--- src/range_scan_collect_sort_core_assert.svh ---
// assertion macros shared by the core
`ifndef RANGE_SCAN_COLLECT_SORT_CORE_ASSERT_SVH
`define RANGE_SCAN_COLLECT_SORT_CORE_ASSERT_SVH

// same-cycle implication, checked outside reset
`define RSCS_ASSERT_NOW(label, clk, rst, ante, cons) \
   label: assert property (@(posedge clk) disable iff (rst) (ante) |-> (cons)) \
      else $error("rscs assertion failed");

// next-cycle implication, checked outside reset
`define RSCS_ASSERT_NEXT(label, clk, rst, ante, cons) \
   label: assert property (@(posedge clk) disable iff (rst) (ante) |=> (cons)) \
      else $error("rscs assertion failed");

`endif

--- src/rscs_pkg.sv ---
`timescale 1ns / 1ps

package rscs_pkg;

   localparam int DIST_W          = 10;
   localparam int ANGLE_IN_W      = 9;
   localparam int ANGLE_W         = 10;
   localparam int RECORDS_DEFAULT = 16;

   localparam logic [ANGLE_W-1:0] BACK_OFFSET = ANGLE_W'(180);
   localparam logic [DIST_W-1:0]  LIMIT_RESET = DIST_W'(75);

   typedef struct packed {
      logic [ANGLE_W-1:0] angle;
      logic [DIST_W-1:0]  distance;
   } record_type;

   // per-cycle command broadcast along the cell row
   typedef struct packed {
      logic insert;
      logic shift;
   } cell_ctrl_type;

   typedef enum logic {
      ST_COLLECT,
      ST_DRAIN
   } state_type;

endpackage

--- src/rscs_if.sv ---
`timescale 1ns / 1ps

interface rscs_req_if;
   logic                              valid;
   logic                              ready;
   logic [rscs_pkg::DIST_W-1:0]       range_distance;
   logic [rscs_pkg::ANGLE_IN_W-1:0]   scan_angle;
   logic                              from_back_sensor;

   modport source (output valid, range_distance, scan_angle, from_back_sensor,
                   input ready);
   modport sink   (input valid, range_distance, scan_angle, from_back_sensor,
                   output ready);
endinterface

interface rscs_rsp_if;
   logic                          valid;
   logic                          ready;
   logic [rscs_pkg::DIST_W-1:0]   sorted_distance;
   logic [rscs_pkg::ANGLE_W-1:0]  object_angle;
   logic                          last_record;

   modport source (output valid, sorted_distance, object_angle, last_record,
                   input ready);
   modport sink   (input valid, sorted_distance, object_angle, last_record,
                   output ready);
endinterface

interface rscs_csr_if;
   logic                        valid;
   logic                        ready;
   logic [rscs_pkg::DIST_W-1:0] distance_limit;

   modport source (output valid, distance_limit, input ready);
   modport sink   (input valid, distance_limit, output ready);
endinterface

--- src/rscs_cell.sv ---
`timescale 1ns / 1ps

module rscs_cell (
   input  logic                   clock,
   input  rscs_pkg::cell_ctrl_type ctrl,
   input  rscs_pkg::record_type   new_rec,
   input  logic                   occupied,
   input  logic                   left_keep,
   input  rscs_pkg::record_type   left_rec,
   input  rscs_pkg::record_type   right_rec,
   output logic                   keep,
   output rscs_pkg::record_type   rec
);

   rscs_pkg::record_type rec_ff;
   rscs_pkg::record_type rec_in;

   // equal distances stay ahead of the newcomer
   assign keep = occupied && (rec_ff.distance >= new_rec.distance);
   assign rec  = rec_ff;

   always_comb begin
      rec_in = rec_ff;
      if (ctrl.shift) begin
         rec_in = right_rec;
      end else if (ctrl.insert && !keep) begin
         rec_in = left_keep ? new_rec : left_rec;
      end
   end

   always_ff @(posedge clock) begin
      rec_ff <= rec_in;
   end

endmodule

--- src/range_scan_collect_sort_core.sv ---
`timescale 1ns / 1ps
// collection: one sample beat per cycle, each kept sample is placed in sorted order as it is accepted
// drain: after RECORDS kept samples, RECORDS result beats, one per cycle when rsp is ready
// the cell row shifts once per result beat
// first result appears the cycle after the beat that completes the set
// synchronous active-high reset: limit back to 75, count cleared, collecting

module range_scan_collect_sort_core #(
   parameter int RECORDS = rscs_pkg::RECORDS_DEFAULT
) (
   input  logic       clock,
   input  logic       reset,
   rscs_req_if.sink   req,
   rscs_rsp_if.source rsp,
   rscs_csr_if.sink   csr
);

`include "range_scan_collect_sort_core_assert.svh"

   localparam int CNT_W = $clog2(RECORDS + 1);

   // control state
   rscs_pkg::state_type state_ff, state_in;
   logic [CNT_W-1:0]    kept_count_ff, kept_count_in;
   logic [rscs_pkg::DIST_W-1:0] limit_ff;

   // handshakes
   logic req_beat;
   logic rsp_beat;
   logic sample_kept;
   logic set_full;

   // cell row wiring
   rscs_pkg::record_type    new_rec;
   rscs_pkg::cell_ctrl_type ctrl;
   rscs_pkg::record_type    cell_rec  [RECORDS];
   logic [RECORDS-1:0]      cell_keep;
   logic [RECORDS-1:0]      cell_occ;

   // csr write channel never stalls
   assign csr.ready = 1'b1;

   always_ff @(posedge clock) begin
      if (reset) begin
         limit_ff <= rscs_pkg::LIMIT_RESET;
      end else if (csr.valid && csr.ready) begin
         limit_ff <= csr.distance_limit;
      end
   end

   assign req_beat    = req.valid && req.ready;
   assign rsp_beat    = rsp.valid && rsp.ready;
   assign sample_kept = req_beat && (req.range_distance < limit_ff);
   assign set_full    = sample_kept && (kept_count_ff == CNT_W'(RECORDS - 1));

   // stored angle: back sensor samples are turned round by half a circle
   assign new_rec.distance = req.range_distance;
   assign new_rec.angle    = rscs_pkg::ANGLE_W'(req.scan_angle)
                           + (req.from_back_sensor ? rscs_pkg::BACK_OFFSET
                                                   : '0);

   assign ctrl.insert = sample_kept;
   assign ctrl.shift  = rsp_beat;

   // next state
   always_comb begin
      state_in      = state_ff;
      kept_count_in = kept_count_ff;
      case (state_ff)
         rscs_pkg::ST_COLLECT: begin
            if (sample_kept) begin
               kept_count_in = kept_count_ff + CNT_W'(1);
            end
            if (set_full) begin
               state_in = rscs_pkg::ST_DRAIN;
            end
         end
         rscs_pkg::ST_DRAIN: begin
            // the count doubles as the number of records still to send
            if (rsp_beat) begin
               kept_count_in = kept_count_ff - CNT_W'(1);
               if (kept_count_ff == CNT_W'(1)) begin
                  state_in = rscs_pkg::ST_COLLECT;
               end
            end
         end
         default: begin
            state_in      = rscs_pkg::ST_COLLECT;
            kept_count_in = '0;
         end
      endcase
   end

   always_ff @(posedge clock) begin
      if (reset) begin
         state_ff      <= rscs_pkg::ST_COLLECT;
         kept_count_ff <= '0;
      end else begin
         state_ff      <= state_in;
         kept_count_ff <= kept_count_in;
      end
   end

   // outputs
   always_comb begin
      req.ready = 1'b0;
      rsp.valid = 1'b0;
      case (state_ff)
         rscs_pkg::ST_COLLECT: req.ready = 1'b1;
         rscs_pkg::ST_DRAIN:   rsp.valid = 1'b1;
         default: begin
            req.ready = 1'b0;
            rsp.valid = 1'b0;
         end
      endcase
   end

   // head of the row is always the largest remaining distance
   assign rsp.sorted_distance = cell_rec[0].distance;
   assign rsp.object_angle    = cell_rec[0].angle;
   assign rsp.last_record     = (kept_count_ff == CNT_W'(1));

   // row of sorting cells: cell i holds the i-th largest record of the set
   for (genvar i = 0; i < RECORDS; i++) begin : g_cell
      rscs_pkg::record_type left_rec;
      rscs_pkg::record_type right_rec;
      logic                 left_keep;

      // only cells below the fill count hold records of the current set
      assign cell_occ[i] = (CNT_W'(i) < kept_count_ff);

      if (i == 0) begin : g_head
         assign left_rec  = new_rec;
         assign left_keep = 1'b1;
      end else begin : g_body
         assign left_rec  = cell_rec[i-1];
         assign left_keep = cell_keep[i-1];
      end

      if (i == RECORDS - 1) begin : g_tail
         assign right_rec = new_rec;
      end else begin : g_inner
         assign right_rec = cell_rec[i+1];
      end

      rscs_cell u_cell (
         .clock     (clock),
         .ctrl      (ctrl),
         .new_rec   (new_rec),
         .occupied  (cell_occ[i]),
         .left_keep (left_keep),
         .left_rec  (left_rec),
         .right_rec (right_rec),
         .keep      (cell_keep[i]),
         .rec       (cell_rec[i])
      );
   end

   // the fill count never passes the set size
   `RSCS_ASSERT_NOW(a_count_bound, clock, reset, 1'b1, kept_count_ff <= CNT_W'(RECORDS))

   // the sample that completes a set starts the drain with a full count
   `RSCS_ASSERT_NEXT(a_full_drains, clock, reset, set_full, (state_ff == rscs_pkg::ST_DRAIN) && (kept_count_ff == CNT_W'(RECORDS)))

   // after the final record the block collects a fresh set from zero
   `RSCS_ASSERT_NEXT(a_last_restarts, clock, reset, rsp_beat && rsp.last_record, (state_ff == rscs_pkg::ST_COLLECT) && (kept_count_ff == '0))

   // results are only offered while records remain
   `RSCS_ASSERT_NOW(a_drain_nonempty, clock, reset, rsp.valid, cell_occ[0])

endmodule

--- src/flat_wrapper.sv ---
// flat-port wrapper written by rule: the top's interface ports become plain ports
module range_scan_collect_sort_core_flat 
#(
   parameter int RECORDS = rscs_pkg::RECORDS_DEFAULT
)
  (clock, reset, req_valid, req_range_distance, req_scan_angle, req_from_back_sensor, req_ready, rsp_valid, rsp_sorted_distance, rsp_object_angle, rsp_last_record, rsp_ready, csr_valid, csr_distance_limit, csr_ready);
  rscs_req_if req_i ();
  rscs_rsp_if rsp_i ();
  rscs_csr_if csr_i ();
  input  logic clock;
  input  logic reset;
  input wire logic [$bits(req_i.valid)-1:0] req_valid;
  input wire logic [$bits(req_i.range_distance)-1:0] req_range_distance;
  input wire logic [$bits(req_i.scan_angle)-1:0] req_scan_angle;
  input wire logic [$bits(req_i.from_back_sensor)-1:0] req_from_back_sensor;
  output wire logic [$bits(req_i.ready)-1:0] req_ready;
  output wire logic [$bits(rsp_i.valid)-1:0] rsp_valid;
  output wire logic [$bits(rsp_i.sorted_distance)-1:0] rsp_sorted_distance;
  output wire logic [$bits(rsp_i.object_angle)-1:0] rsp_object_angle;
  output wire logic [$bits(rsp_i.last_record)-1:0] rsp_last_record;
  input wire logic [$bits(rsp_i.ready)-1:0] rsp_ready;
  input wire logic [$bits(csr_i.valid)-1:0] csr_valid;
  input wire logic [$bits(csr_i.distance_limit)-1:0] csr_distance_limit;
  output wire logic [$bits(csr_i.ready)-1:0] csr_ready;
  assign req_i.valid = req_valid;
  assign req_i.range_distance = req_range_distance;
  assign req_i.scan_angle = req_scan_angle;
  assign req_i.from_back_sensor = req_from_back_sensor;
  assign req_ready = req_i.ready;
  assign rsp_valid = rsp_i.valid;
  assign rsp_sorted_distance = rsp_i.sorted_distance;
  assign rsp_object_angle = rsp_i.object_angle;
  assign rsp_last_record = rsp_i.last_record;
  assign rsp_i.ready = rsp_ready;
  assign csr_i.valid = csr_valid;
  assign csr_i.distance_limit = csr_distance_limit;
  assign csr_ready = csr_i.ready;
  range_scan_collect_sort_core #(.RECORDS(RECORDS)) u_core (.clock(clock), .reset(reset), .req(req_i), .rsp(rsp_i), .csr(csr_i));
endmodule
--- config.mk ---
export PLATFORM = sky130hd
export DESIGN_NAME = range_scan_collect_sort_core_flat
export DESIGN_NICKNAME = d
export VERILOG_FILES = /design/src/rscs_pkg.sv /design/src/rscs_if.sv /design/src/rscs_cell.sv /design/src/range_scan_collect_sort_core.sv /design/src/flat_wrapper.sv
export VERILOG_INCLUDE_DIRS = /design/src /design/src/src
export SDC_FILE = /design/constraint.sdc
export NUM_CORES = 1
export LEC_CHECK = 0
export BUFFER_PORTS_ARGS = -buffer_cell sky130_fd_sc_hd__buf_2
export CORE_MARGIN = 2
export CORE_UTILIZATION = 60
export CTS_CLUSTER_DIAMETER = 150
export DETAILED_ROUTE_END_ITERATION = 16
export PLACE_DENSITY_LB_ADDON = 0.25
export SLEW_MARGIN = 20
export SYNTH_ARGS = -nofsm -noshare
export SYNTH_HDL_FRONTEND = slang
export SYNTH_SLANG_ARGS = --single-unit
export TNS_END_PERCENT = 100
--- constraint.sdc ---
create_clock -name clock -period 9.7 [get_ports clock]
set_clock_uncertainty 0.15 [all_clocks]
set_input_delay 0.97 -clock clock [delete_from_list [all_inputs] [get_ports clock]]
set_output_delay 0.97 -clock clock [all_outputs]
set_load 0.01 [all_outputs]
==> results_dict.tcl <==
set metrics [dict create \
    antenna_found_initial 0 \
    ir_worst_vdd_v 0.000131 \
    grt_max_degree 214 \
    yosysSeqAreaShare_pct 46.8 \
    htree_levels 2 \
    critical_path_buf_inv_count 4 \
    multi_input_area_sq_mm 0.0107 \
    grt_pass1_vias 16000 \
    syn_nets 2285 \
    clock_sinks 336 \
    cts_tree "done" \
    finalNonFillerCells 2527 \
    dp_cells 2457 \
    cpMaxStageDelayCell "nor2_1" \
    routed_via_density 6.50 \
    min_period_ps 4320 \
    syn_area_sq_mm 0.0212 \
    combPwrFrac_pct 14.8 \
    yosys_warnings 0 \
    fill_cells 2727 \
    hold_buffers 0 \
    core_area_sq_mm 0.0347 \
    cp-start-kind "primary input" \
    clock_tree.buffer_depth 3 \
    crit_required_ps 9780 \
    grt_pass1_wl_um 85200 \
    cp_top_family "buffers and inverters" \
    cp_data_arrival_time_ps 4400 \
    fp.dieW_um 192 \
    num_rows 68 \
    clk_latency_ps 540 \
    avgSynthCellArea_sq_um 10.2 \
    status "finished clean" \
    max_freq_mhz 231 \
    hold_viol_final 0 \
    fin_crit_sh_pct 44.6 \
    seq_area_sq_mm 0.00993 \
    synth.distinct_cells 56 \
    vias 16400 \
    synth_top_area_share_pct 45.3 \
    final_util_pct 66.4 \
    cts_inserted_buffers 38 \
    synth-main-ff-cell "edfxtp_1" \
    internal-power_mw 2.77 \
    dpl-instance-area_sq_mm 0.0218 \
    synth_edf_count 320 \
    p_sw_mw 1.03 \
    critPathMaxStageDelay_ps 710 \
    power_density_mw_per_mm2 165 \
    crit_type "primary input to flip-flop" \
    final_cell_area_sq_mm 0.0231 \
    cts_resized 0 \
    synth_area_leaders "edfxtp_1 (45%), ha_1 (10%), mux2i_1 (10%), o21ai_0 (5.7%), nand2_1 (5.6%)" \
    nets 2255 \
    p_seq_share_pct 47.8 \
    slew_violations 0 \
    diodes 0 \
    cts.clk_slew.worst_paths_ps 60 \
    cp-end-kind "flip-flop" \
    max_cap_viol_count 0 \
    initial_utilization_pct 61.1 \
    setup_tns_ps 0 \
    drtAntennaViolNets 0 \
    gp_congestion 0.899 \
    yosysTopAreaCell "edfxtp_1" \
    dr.pass1.iters 6 \
    track_usage_pct 29.3 \
    die_h_um 192 \
    drc 0 \
    hpwlAfterDp_um 38300 \
    drt_iter0_drc 1660 \
    netlist_instances 2073 \
    worstPathCellList "buf_2 -> inv_1 -> ha_1 -> a21o_1 -> a21oi_1 -> nor3b_1 -> o32ai_4 -> buf_4 -> nor2_1 -> nor2_1 -> buf_4" \
    min-delay-path-class "flip-flop to flip-flop" \
    worstMarginPinSlew_ps 1090 \
    drive_above_1_share_pct 10.5 \
    worstPathMaxFanout 21 \
    p_leak_nw 9.36 \
    switching_share_pct 27.1 \
    areaGrowthSynthToFinish_pct 8.66 \
    rsz0062_at_grt "no" \
    yosys_register_bits 336 \
    slew_headroom_pct 27.0 \
    power_frac_clock_pct 37.4 \
    port_buffers 57 \
    postCtsSetupRepairBufs 0 \
    setup_viol_count_final 0 \
    die-area_sq_mm 0.0369 \
    io_pins 59 \
    wl_um 54400 \
    power_mw 3.80 \
    wl_per_cell_um 21.5 \
    async_reset_ff_share_pct 0 \
    overflow 0 \
    cts_root_buf "clkbuf_16" \
]
tightest hold or removal path, stage by stage (launching register included):
cell,delay (ps)
dfxtp_1,290
inv_1,60
o211ai_1,80
sequential cells by signal, summed over array words and instances, names as in the netlist:
register,flops
u_core.state_ff,1
u_core.kept_count_ff,5
u_core.limit_ff,10
u_core.g_cell.u_cell.rec,320
worst paths after layout:
path                                        start                                   endpoint  slack (ps)  cells past startpoint
setup reg to reg       u_core.state_ff$_SDFF_PP0_  u_core.g_cell[9].u_cell.rec[12]$_DFFE_PP_        5770                      5
hold reg to reg   u_core.limit_ff[3]$_SDFFE_PP1P_            u_core.limit_ff[3]$_SDFFE_PP1P_         330                      2
setup / recovery            req_range_distance[3]  u_core.g_cell[9].u_cell.rec[12]$_DFFE_PP_        5380                     11
hold / removal    u_core.limit_ff[3]$_SDFFE_PP1P_            u_core.limit_ff[3]$_SDFFE_PP1P_         330                      2
stage by stage:
| stage | hold WS, ps | setup slack (ps) |
|---|---|---|
| after global placement | 323 | 4920 |
| after floorplan | 309 | 4840 |
| after global routing | 358 | 5250 |
| final | 333 | 5380 |
| after CTS | 338 | 5370 |
| after detailed placement | 330 | 4840 |
cell usage after synthesis (all sizes together), types with 6 or more instances:
cell type,n
mux2i,221
nand2,315
o22ai,27
a31oi,25
ha,177
nand2b,16
a21oi,119
a41oi,10
nand4,17
or3,6
nor4,9
o221a,28
o221ai,6
nor3,49
dfxtp,16
buf,56
nand3,10
edfxtp,320
or4,7
inv,43
clkbuf,102
mux2,20
nor3b,11
o31ai,7
nor2,103
a21o,31
o21ai,263
a211oi,18
o211ai,6
cells in the final DEF (no fill, tap or decap), drive strengths merged, types with 20 or more instances in the layout:
cell type / synthesis / routed
mux2: 20 / 20
inv: 43 / 44
nor2: 103 / 103
nor3: 49 / 49
mux2i: 221 / 221
o22ai: 27 / 27
a31oi: 25 / 25
nand2: 315 / 315
ha: 177 / 177
o221a: 28 / 28
a21o: 31 / 31
a21oi: 119 / 119
edfxtp: 320 / 320
buf: 56 / 88
clkbuf: 102 / 47
o21ai: 263 / 263
kinds of logic after synthesis:
logic type	share of synthesized area, %
AOI/OAI and AO/OA	15.7
and+or+nand+nor	11.2
DFF	46.8
muxes	11.5
buffers and inverters	4.04
adders and majority gates	10.4
xor gates and xnor gates	0.330
other	0.0177
area by class of cell:
type	count	share of cell area, %
clock buffer	47	4.36
clock inverter	22	0.879
inverter	43	0.700
multi-input combinational	1536	46.2
sequential	336	43.1
tap	455	2.47
timing repair buffer	88	2.32
metal layers:
layer,global-route usage (%),part of all wire [%],vias up
met4,7.40,1.9,0
met5,0,0,-
met1,42.1,45,7999
met3,2.94,6.8,77
li1,-,-,7682
met2,47.9,47,668
power groups by stage:
stage,clock network (mW),registers [mW],logic [mW]
after floorplan,0,1.81,0.388
after global placement,0,1.84,0.521
after detailed placement,0,1.84,0.548
after CTS,1.43,1.81,0.552
after global routing,1.48,1.82,0.620
final,1.42,1.82,0.561
Note: power is estimated with default switching activity, not from simulation.
